<file path="src/cost_pkg.sv">
package cost_pkg;

  // Item opcodes
  typedef enum logic [1:0] {
    ACT_SYNC  = 2'd0,
    ACT_SKIP  = 2'd1,
    ACT_RESET = 2'd2,
    ACT_QUERY = 2'd3
  } action_t;

  // Configuration register indexes
  localparam int CFG_IDX_W  = 2;
  localparam int CFG_DATA_W = 20;

  typedef enum logic [CFG_IDX_W-1:0] {
    CFG_ROUND_TRIP_LIMIT     = 2'd0,
    CFG_STALE_THRESHOLD      = 2'd1,
    CFG_UNSYNCED_UNCERTAINTY = 2'd2
  } cfg_index_t;

  // Register reset values
  localparam logic [15:0] LIMIT_RESET    = 16'd5000;
  localparam logic [19:0] STALE_RESET    = 20'd20000;
  localparam logic [19:0] UNSYNCED_RESET = 20'd1000;

  localparam logic [30:0] MAX31 = 31'h7FFF_FFFF;

  // Controller states
  typedef enum logic [2:0] {
    ST_IDLE,
    ST_EXEC,
    ST_SCAN,
    ST_UNC,
    ST_OUT
  } state_t;

  // Controller to datapath
  typedef struct packed {
    logic ready;
    logic capture;
    logic apply;
    logic scan_step;
    logic unc_calc;
    logic load_out;
  } cmd_t;

  // Datapath to controller
  typedef struct packed {
    logic    item_valid;
    action_t action;
    logic    scan_done;
    logic    out_free;
  } sts_t;

endpackage

</file>
<file path="src/cost_ctrl.sv">
module cost_ctrl (
  input  logic           clk,
  input  logic           rst,
  input  cost_pkg::sts_t sts,
  output cost_pkg::cmd_t cmd
);
  import cost_pkg::*;

  state_t state;
  state_t state_next;

  // State register
  always_ff @(posedge clk) begin
    if (rst) begin
      state <= ST_IDLE;
    end else begin
      state <= state_next;
    end
  end

  // Next state and commands
  always_comb begin
    state_next = state;
    cmd        = '0;
    case (state)
      ST_IDLE: begin
        cmd.ready = 1'b1;
        if (sts.item_valid) begin
          cmd.capture = 1'b1;
          state_next  = ST_EXEC;
        end
      end
      ST_EXEC: begin
        cmd.apply  = 1'b1;
        state_next = (sts.action == ACT_QUERY) ? ST_SCAN : ST_OUT;
      end
      ST_SCAN: begin
        cmd.scan_step = 1'b1;
        if (sts.scan_done) begin
          state_next = ST_UNC;
        end
      end
      ST_UNC: begin
        cmd.unc_calc = 1'b1;
        state_next   = ST_OUT;
      end
      ST_OUT: begin
        if (sts.out_free) begin
          cmd.load_out = 1'b1;
          state_next   = ST_IDLE;
        end
      end
      default: begin
        state_next = ST_IDLE;
      end
    endcase
  end

endmodule

</file>
<file path="config.mk">
export PLATFORM = sky130hd
export DESIGN_NAME = cost_ctrl
export DESIGN_NICKNAME = d
export VERILOG_FILES = /design/src/cost_pkg.sv /design/src/cost_ctrl.sv
export SDC_FILE = /design/constraint.sdc
export NUM_CORES = 1
export LEC_CHECK = 0
export BUFFER_PORTS_ARGS = -buffer_cell sky130_fd_sc_hd__buf_2
export CORE_AREA = 3 3 40 42
export CTS_CLUSTER_DIAMETER = 60
export CTS_CLUSTER_SIZE = 8
export DETAILED_ROUTE_END_ITERATION = 16
export DIE_AREA = 0 0 43 45
export SLEW_MARGIN = 5
export SYNTH_ARGS = -nofsm -noshare
export SYNTH_HDL_FRONTEND = slang
export SYNTH_SLANG_ARGS = --single-unit
</file>
<file path="constraint.sdc">
create_clock -name clk -period 2.6 [get_ports clk]
set_clock_uncertainty 0.1 [all_clocks]
set_input_delay 0.13 -clock clk [delete_from_list [all_inputs] [get_ports clk]]
set_output_delay 0.13 -clock clk [all_outputs]
set_load 0.02 [all_outputs]
</file>
==> results by group, run 1 <==
Power
  • P_sw: 49.0 uW
  • Static Leak: between 0.0001 and 0.00015 uW
  • Logic pwr share: 0.196
  • Net Sw Frac: 0.285
  • Max rail drop VDD: approximately 0.18 mV
  • Cell-internal power: around 120 uW
  • Pwr dens: between 500 and 600 nW/um^2
  • Clock power share: 0.474
  • Reg power frac: 0.330

Setup path
  • Slowest stage delay, CP: 0.54 ns
  • Worst flop-to-flop path startpoint: state[0]
  • R2r endpoint: state[1]
  • Critical path data required time: approximately 2.4 ns
  • Reg2reg path depth: 3
  • WS Path Type: reg -> out
  • CP arrival: about 1.2 ns
  • Crit end category: output pin
  • CP max-delay cell: dfxtp_1
  • Crit path cell chain: nor2_1, and3_1, buf_2
  • R2R setup slack: between 1 and 1.5 ns
  • Startpoint types: flop
  • Largest fanout on the critical path: 10

Global routing
  • GR Overflow Total: 0
  • First-pass GRT wire length: between 700 and 800 microns
  • Global routing met3 resource utilization: 0.0558
  • GR Layer Usage met2: 0.0599
  • Vias in the first global route: 193
  • GR Layer Usage met1: 0.0649
  • Initial antenna violation count: 0
  • Total track usage: 0.0557
  • Pin count of the biggest net entering global routing: 11
  • GRT Max-Usage Layer: met1

Synth
  • Sequential share of the synthesized area: 0.270
  • Top post-synthesis cells by area: dfxtp_1 (27%), nor3b_4 (8.4%), nand3b_1 (6.7%)
  • Yosys warns: 0
  • Post-Synthesis Cells: 25
  • Mapped Nets: 32
  • Yosys cell types: 19
  • Post-synth EDFFs: 0
  • Share of the synthesized area in the top cell type: 0.270
  • Most frequent cell after synthesis: dfxtp_1
  • Most common flop cell mapped by yosys: dfxtp_1
  • Commonest cells in the netlist: dfxtp_1 (3), and2_1 (2), nand3b_1 (2), nor2_1 (2), nor3_1 (2)
  • Synth Area per Inst: ~8.9 sq um
  • Post-synthesis async set-or-reset flop share: 0
  • Cell Area, Synth: roughly 220 sq um
  • Synth Register Bits: 3
  • Leading area contributor after synthesis: dfxtp_1

CTS
  • CTS sink count: 3
  • Post-CTS setup buffer count: 0
  • CTS resizes: 0
  • Clk Latency, worst-skew pair: 0.23 ns
  • Root Buffer: clkbuf_4
  • TritonCTS Buffers: 3
  • Clock slew at reported path FFs: 0.04 ns
  • Clk buf depth: 2
  • CTS tree: done
  • H-tree levels: 1

Routing
  • DR vias/cell: 4.13
  • DR DRC count: 0
  • DR WL/cell: between 8 and 9 microns
  • Routed vias: 227
  • Initial DRC count: 0
  • WL final: roughly 500 microns
  • Drt first pass iters: 1
  • ANT nets after route: 0

Placement
  • Dpl cells: 50
  • PortBufs: 12
  • Pre-CTS WS: between 1 and 1.5 ns
  • GP Congestion: roughly 0.67

Timing
  • Slew Viols, Final: 0
  • Final hold vios: 0
  • Setup violations, final: 0
  • Slew headroom: 0.741
  • Final worst setup slack: 1.15 ns
  • Fin Setup TNS: 0 ns
  • Period utilization: 0.557
  • Hold WS: between 0.09 and 0.1 ns
  • Tmin final: 1.45 ns
  • Max frequency: ~700 MHz
  • Unrepaired setup endpoints after global routing: no
  • Slew @ Worst Pin: between 0.3 and 0.4 ns

Die
  • Rows: 13
  • IO Count: 13
  • Initial Utilization: 0.173
  • Die Width: 43 microns
  • Die height: approximately 45 microns
  • Core area: 1280 sq um
  • Die area: just under 2000 sq um

Job
  • MaxCap Viol Count: 0

Layout
  • Final-stage net count: 48
  • Biggest regs: state x3
  • Finished Core Util: 0.248
  • Largest Register: state
  • P&R area growth vs syn: 43.3%
  • Fraction of layout cells with a size suffix above 1: 0.475
  • Max FFs per register: 3
  • Antenna cells: 0
  • Non-Filler Instances: 55
  • # fillers: about 150

Worst hold path
  • Hold path cells: 3
  • Min-delay src: sts[4]
  • Class of the worst hold path: in -> reg
  • Worst Hold Endpoint: state[0]

Outcome
  • Outcome: finished clean
## worst max-delay path, delay by kind of cell, from the launching register on
family	cells	cell delay, ns
flops	1	0.54
simple gates	2	0.29
buf+inv	1	0.15
## placed cells by master, fill, tap and decap left out
cell            n
buf_2          12
clkbuf_4        3
dfxtp_1         3
and2_1          2
nor3_1          2
nor2_1          2
nand3b_1        2
nor2b_1         1
nor3b_1         1
nor3b_4         1
and3_1          1
inv_1           1
a21o_1          1
nor4_2          1
o21ai_0         1
nand2_1         1
a31oi_1         1
nand3_2         1
mux2_2          1
clkbuf_1        1
dlygate4sd3_1   1
## worst max-delay path by stage
| stage | depth (start not counted) | startpoint | slack [ns] | endpoint |
|---|---|---|---|---|
| finish | 3 | state[0] | 1.15 | cmd[0] |
| global route | 3 | state[0] | 1.07 | cmd[0] |
| CTS | 3 | state[0] | 1.14 | cmd[0] |
| detailed placement | 3 | state[0] | 1.39 | state[1] |
| global placement | 3 | state[0] | 1.38 | state[1] |
| floorplan | 3 | state[2] | 1.10 | cmd[4] |
## per-layer routing
layer | up-vias | wire length [microns] | part of all wire
met1 | 95 | 218 | 0.45
li1 | 120 | - | -
met4 | 0 | 0 | 0
met3 | 0 | 79 | 0.16
met5 | - | 0 | 0
met2 | 12 | 188 | 0.39
## cells by family after synthesis
family	Yosys count	share of synthesized area
AO/OA/AOI/OAI	3	0.0843
buffers and inverters	3	0.101
flip-flops	3	0.270
multiplexers	1	0.0506
AND/OR/NAND/NOR	15	0.494
## final cells by class
cell class | instances | area [sq um] | share of cell area
repair buffers | 13 | 70.1 | 0.220
flip-flops and latches | 3 | 60.1 | 0.188
clock buffers | 4 | 26.3 | 0.0824
inverters | 1 | 3.75 | 0.0118
well taps | 15 | 18.8 | 0.0588
multi-input cells | 19 | 140 | 0.439
## through the flow
stage / total power, uW / instance area (sq um)
after global placement: 90.1 / 283
after global routing: 184 / 319
after detailed placement: 90.2 / 283
final: 172 / 319
after CTS: 176 / 319
after floorplan: 80.4 / 223
## timing repair
| item | in CTS | in global routing |
|---|---|---|
| hold endpoints to repair | 1 | 0 |
| hold buffers | 1 | 0 |
| setup endpoints to repair | 0 | 0 |
## power groups by stage
stage | Clock [uW] | Combinational, uW | Sequential, uW
2_1_floorplan | 0 | 29.5 | 51.0
5_1_grt | 89.6 | 36.8 | 57.2
4_1_cts | 85.3 | 34.3 | 56.5
3_5_place_dp | 0 | 33.0 | 57.2
6_report | 81.4 | 33.8 | 56.6
3_3_place_gp | 0 | 33.0 | 57.1
(Power assumes the default switching activity.)
==> run 2, diff against run 1 <==
==> constraint.sdc (replaced) <==
create_clock -name clk -period 1.5 [get_ports clk]
set_clock_uncertainty 0.1 [all_clocks]
set_input_delay 0.075 -clock clk [delete_from_list [all_inputs] [get_ports clk]]
set_output_delay 0.075 -clock clk [all_outputs]
set_load 0.02 [all_outputs]
==> results by group, run 2 (synthesized netlist as in run 1, its figures left out) <==
Outcome
  • Outcome: finished clean

Worst hold path
  • Min-delay src: sts[4]
  • Class of the worst hold path: in -> reg
  • Hold path cells: 3 (unchanged)
  • Worst Hold Endpoint: state[0]

Timing
  • Tmin final: 1.40 ns
  • Slew @ Worst Pin: 0.386 ns (-0.00140 ns)
  • Period utilization: 0.930
  • Max frequency: between 700 and 800 MHz
  • Slew Viols, Final: 0 (unchanged)
  • Setup violations, final: 0 (unchanged)
  • Final hold vios: 0 (unchanged)
  • Fin Setup TNS: 0 ns (unchanged)
  • Unrepaired setup endpoints after global routing: no
  • Slew headroom: 0.742 (+0.000933)

Power
  • Reg power frac: 0.322 (-0.008)
  • Pwr dens: 952 nW/um^2 (+77%)
  • Net Sw Frac: 0.298 (+0.0131)
  • Max rail drop VDD: 0.276 mV (+50%)
  • Logic pwr share: 0.194 (-0.002)
  • Static Leak: 0.000148 uW (unchanged)
  • Cell-internal power: 213 uW (+74%)
  • P_sw: 90.7 uW (+85%)
  • Clock power share: 0.484 (+0.010)
  • Power, Total: 304 uW (+77%)

Die
  • Rows: 13 (unchanged)
  • Die Width: 43 microns (unchanged)
  • IO Count: 13 (unchanged)
  • Die area: 1940 sq um (unchanged)
  • Die height: 45 microns (unchanged)
  • Core area: 1280 sq um (unchanged)
  • Initial Utilization: 0.173 (unchanged)

Layout
  • Max FFs per register: 3 (unchanged)
  • P&R area growth vs syn: 43.3% (unchanged)
  • Largest Register: state
  • Fraction of layout cells with a size suffix above 1: 0.475 (unchanged)
  • Antenna cells: 0 (unchanged)
  • Final-stage net count: 48 (unchanged)
  • Most common cell after layout, fill and taps aside: buf_2
  • Most frequent cells in the layout: buf_2 (12), clkbuf_4 (3), dfxtp_1 (3)
  • # fillers: 155 (+5.4%)
  • Register Area: 60.1 sq um (unchanged)
  • Multi-input logic area: 140 sq um (unchanged)
  • Biggest regs: state x3
  • Fin area: 319 sq um (unchanged)

CTS
  • Clk buf depth: 2 (unchanged)
  • Root Buffer: clkbuf_4
  • CTS sink count: 3 (unchanged)
  • Hold_buf cts: 1 (unchanged)
  • CTS tree: done
  • TritonCTS Buffers: 3 (unchanged)
  • H-tree levels: 1 (unchanged)
  • Clk Latency, worst-skew pair: 0.24 ns (about the same)
  • CTS resizes: 0 (unchanged)
  • Clock slew at reported path FFs: 0.04 ns (about the same)
  • Post-CTS setup buffer count: 0 (unchanged)

Setup path
  • Slowest stage delay, CP: 0.55 ns (about the same)
  • Kind of cell adding the most delay to the critical path: flip-flops
  • Startpoint types: flop
  • R2R setup slack: 0.29 ns (-1.10 ns)
  • R2r endpoint: state[0]
  • Buf/Inv on CP: 1 (unchanged)
  • WS Path Type: reg -> out
  • Worst flop-to-flop path startpoint: state[0]
  • Reg2reg path depth: 3 (unchanged)
  • Critical path data required time: 1.32 ns (-1.05 ns)
  • Crit end category: output pin
  • CP max-delay cell: dfxtp_1
  • CP arrival: 1.22 ns (about the same)
  • Largest fanout on the critical path: 10 (unchanged)
  • Crit path cell chain: nor2_1, and3_1, buf_2

Routing
  • Highest metal used: met3
  • ANT nets after route: 0 (unchanged)
  • WL final: 487 microns (+0.21%)
  • Met2 wire len: 198 microns (+5.3%)
  • Routed vias: 229 (+0.88%)
  • Initial DRC count: 3 (+3)
  • DR WL/cell: 8.85 microns (+0.21%)
  • Drt first pass iters: 2 (+1)
  • Met3 wire len: 57 microns (-28%)
  • Wl on met1: 231 microns (+6.0%)
  • DR DRC count: 0 (unchanged)
  • DR vias/cell: 4.16 (+0.88%)

Placement
  • GP Congestion: 0.684 (+1.7%)
  • PortBufs: 12 (unchanged)
  • Placed Instance Area: 283 sq um (unchanged)

Global routing
  • Vias in the first global route: 199 (+3.1%)
  • Initial antenna violation count: 0 (unchanged)
  • Pin count of the biggest net entering global routing: 11 (unchanged)
  • Total track usage: 0.0624 (+0.00671)
  • First-pass GRT wire length: 855 microns (+12%)
  • GR Overflow Total: 0 (unchanged)

Job
  • MaxCap Viol Count: 0 (unchanged)
run 2: cell counts in the layout (fill, tap and decap cells not counted):
Identical to the previous run, type by type.
run 2: how the worst max path moves through the flow:
| stage | startpoint | to | slack, ns | cells after the start |
|---|---|---|---|---|
| after floorplan | state[2] | cmd[4] | 0.05 | 3 |
| after global placement | state[0] | state[0] | 0.33 | 3 |
| after detailed placement | state[0] | state[0] | 0.31 | 3 |
| after CTS | state[0] | cmd[0] | 0.11 | 3 |
| after global routing | state[0] | cmd[4] | 0.01 | 3 |
| final | state[0] | cmd[0] | 0.10 | 3 |
run 2: layout make-up:
cell class	count	area share
inverters	1	0.0118
repair buffers	13	0.220
clock buffers	4	0.0824
multi-input cells	19	0.439
well taps	15	0.0588
flip-flops and latches	3	0.188
run 2: per-layer routing:
layer | GRT usage | vias up
li1 | - | 118
met1 | 0.0892 | 99
met2 | 0.0569 | 12
met3 | 0.0279 | 0
met4 | 0.0723 | 0
met5 | 0 | -
run 2: power by group through the flow:
stage | clock, uW | sequential (uW) | combinational [uW]
final | 147 | 97.8 | 58.9
after global routing | 158 | 99.5 | 65.4
after CTS | 151 | 97.7 | 59.4
after detailed placement | 0 | 99.0 | 57.4
after global placement | 0 | 98.6 | 57.0
after floorplan | 0 | 88.3 | 51.1
run 2: worst reg2reg max path: stages (launching register included):
cell	delay [ns]
dfxtp_1	0.55
nor3b_4	0.08
a21o_1	0.21
nor4_2	0.19
run 2: per-stage QoR:
stage | util | worst slack (ns) | hold WS (ns) | std cells
after global placement | 0.220 | 0.333 | 0.163 | 50
after global routing | 0.248 | 0.0125 | 0.0562 | 55
after CTS | 0.248 | 0.105 | 0.0291 | 55
after floorplan | - | 0.0516 | 0.0509 | 25
final | 0.248 | 0.104 | 0.0298 | 55
after detailed placement | 0.220 | 0.308 | 0.165 | 50
==> run 3, diff against run 2 <==
--- a/config.mk
+++ b/config.mk
@@ -5,6 +5,7 @@
 export SDC_FILE = /design/constraint.sdc
 export NUM_CORES = 1
 export LEC_CHECK = 0
+export ABC_AREA = 1
 export BUFFER_PORTS_ARGS = -buffer_cell sky130_fd_sc_hd__buf_2
 export CORE_AREA = 3 3 40 42
 export CTS_CLUSTER_DIAMETER = 60
==> results by group, run 3 <==
Outcome
  • Outcome: finished clean

Setup path
  • Kind of cell adding the most delay to the critical path: flip-flops
  • Worst Setup SP: state[2]
  • Worst flop-to-flop path startpoint: state[1]
  • CP max-delay cell: dfxtp_1
  • Crit path cell chain: nor2_2, inv_2, nor3_1, buf_2
  • Buf/Inv on CP: 2 (+1)
  • CP arrival: 1.14 ns (-0.08 ns)
  • Largest fanout on the critical path: 4 (-6)
  • Slowest stage delay, CP: 0.34 ns (-0.21 ns)
  • Critical path data required time: 1.32 ns (about the same)
  • Startpoint types: flop
  • Crit end category: output pin
  • WS Path Type: reg -> out

Timing
  • Setup violations, final: 0 (unchanged)
  • Slew @ Worst Pin: 0.308 ns (-0.0786 ns)
  • Final hold vios: 0 (unchanged)
  • Unrepaired setup endpoints after global routing: no
  • Slew Viols, Final: 0 (unchanged)
  • Slew headroom: 0.795 (+0.0524)
  • Period utilization: 0.878 (-0.0524)
  • Max frequency: 759 MHz (+6.0%)
  • Fin Setup TNS: 0 ns (unchanged)
  • Hold WS: 0.0543 ns (+0.0245 ns)
  • Tmin final: 1.32 ns (-0.0785 ns)

Layout
  • Multi-input logic area: 123 sq um (-12%)
  • Most common cell after layout, fill and taps aside: buf_2
  • Max FFs per register: 3 (unchanged)
  • Antenna cells: 0 (unchanged)
  • Largest Register: state
  • # fillers: 144 (-7.1%)
  • Final-stage net count: 58 (+21%)
  • Register Area: 60.1 sq um (unchanged)
  • Biggest regs: state x3
  • Most frequent cells in the layout: buf_2 (12), inv_1 (6), nand2_1 (5)
  • Finished Core Util: 0.255 (+0.00682)
  • Fraction of layout cells with a size suffix above 1: 0.460 (-0.0150)
  • P&R area growth vs syn: 46.4%

Synth
  • Most frequent cell after synthesis: inv_1
  • Yosys cell types: 15 (-4)
  • Mapped Nets: 41 (+28%)
  • Top post-synthesis cells by area: dfxtp_1 (27%), inv_1 (10%), nand2_1 (8.4%)
  • Yosys warns: 0 (unchanged)
  • Post-synthesis async set-or-reset flop share: 0 (unchanged)
  • Post-Synthesis Cells: 34 (+36%)
  • Most common flop cell mapped by yosys: dfxtp_1
  • Synth Register Bits: 3 (unchanged)
  • Synth Area per Inst: 6.59 sq um (-26%)
  • Commonest cells in the netlist: inv_1 (6), nand2_1 (5), nor2_1 (4), dfxtp_1 (3), nor2_2 (3)
  • Share of the synthesized area in the top cell type: 0.268 (-0.00151)
  • Post-synth EDFFs: 0 (unchanged)
  • Cell Area, Synth: 224 sq um (+0.56%)
  • Leading area contributor after synthesis: dfxtp_1
  • Sequential share of the synthesized area: 0.268 (-0.00151)

Routing
  • WL final: 492 microns (+1.0%)
  • DR vias/cell: 3.80 (-8.7%)
  • DR WL/cell: 7.57 microns (-15%)
  • Initial DRC count: 6 (+3)
  • DR DRC count: 0 (unchanged)
  • Routed vias: 247 (+7.9%)
  • Drt first pass iters: 4 (+2)
  • ANT nets after route: 0 (unchanged)

Job
  • MaxCap Viol Count: 0 (unchanged)

Placement
  • PortBufs: 12 (unchanged)
  • GP Congestion: 0.734 (+7.3%)
  • Hpwl dp: between 400 and 500 microns

Power
  • Pwr dens: 1150 nW/um^2 (+21%)
  • Max rail drop VDD: 0.439 mV (+59%)
  • Static Leak: 0.000176 uW (+19%)

Die
  • Die area: 1940 sq um (unchanged)
  • Core area: 1280 sq um (unchanged)
  • Rows: 13 (unchanged)
  • IO Count: 13 (unchanged)
  • Initial Utilization: 0.174 (+0.000974)
  • Die height: 45 microns (unchanged)
  • Die Width: 43 microns (unchanged)

Worst hold path
  • Min-delay src: sts[0]
  • Class of the worst hold path: in -> reg

CTS
  • Clk Latency, worst-skew pair: 0.24 ns (about the same)
  • Root Buffer: clkbuf_4
  • Clock slew at reported path FFs: 0.04 ns (about the same)
  • CTS tree: done
  • Clk buf depth: 2 (unchanged)
  • CTS sink count: 3 (unchanged)
  • H-tree levels: 1 (unchanged)
  • Hold_buf cts: 1 (unchanged)
  • Post-CTS setup buffer count: 0 (unchanged)
  • CTS resizes: 0 (unchanged)
  • TritonCTS Buffers: 3 (unchanged)

Global routing
  • First-pass GRT wire length: 897 microns (+4.9%)
  • Vias in the first global route: 221 (+11%)
  • GR Overflow Total: 0 (unchanged)
  • Total track usage: 0.0716 (+0.00916)
  • Initial antenna violation count: 0 (unchanged)
  • Pin count of the biggest net entering global routing: 9 (-2)
-- run 3: logic make-up (layout without fill, tap and decap cells) --
logic type | count (synthesis) | count (layout) | synth area share
compound gates | 3 | 3 | 0.0838
flops | 3 | 3 | 0.268
simple gates | 19 | 19 | 0.464
buf+inv | 9 | 25 | 0.184
-- run 3: path summary, 6_finish.rpt --
| kind | to | slack [ns] | cells past startpoint |
|---|---|---|---|
| setup / recovery | cmd[4] | 0.18 | 4 |
| hold / removal | state[2] | 0.05 | 4 |
| setup reg to reg | state[0] | 0.45 | 4 |
| hold reg to reg | state[2] | 0.45 | 2 |
-- run 3: cell type report --
type,instances,area share
clock buffer,4,0.0802
timing repair buffer,13,0.214
sequential,3,0.183
multi-input combinational,22,0.374
tap,15,0.0573
inverter,8,0.0916
-- run 3: per-layer routing --
layer,share of wire,GRT usage,up-vias
li1,-,-,135
met1,0.47,0.0795,96
met5,0,0,-
met4,0.057,0.108,0
met2,0.36,0.0719,13
met3,0.11,0.0438,3
-- run 3: worst min-delay path: stages --
cell and delay (ns):
buf_2 0.07, inv_1 0.05, nand3_2 0.08, a21oi_1 0.06
-- run 3: power breakdown --
group	leakage (uW)	switching [uW]	total, uW	internal [uW]
clock network	0.0000150	47.1	147	100
registers	0.0000246	15.2	105	89.5
logic	0.000137	77.1	125	48.3
total	0.000176	139	377	238
-- run 3: stage by stage --
step | cells | total power (uW) | area, sq um | setup slack, ns
after floorplan | 34 | 197 | 224 | 0.310
after global placement | 60 | 231 | 292 | 0.412
after detailed placement | 60 | 231 | 292 | 0.427
after CTS | 65 | 385 | 328 | 0.162
after global routing | 65 | 414 | 328 | 0.0578
final | 65 | 377 | 328 | 0.183
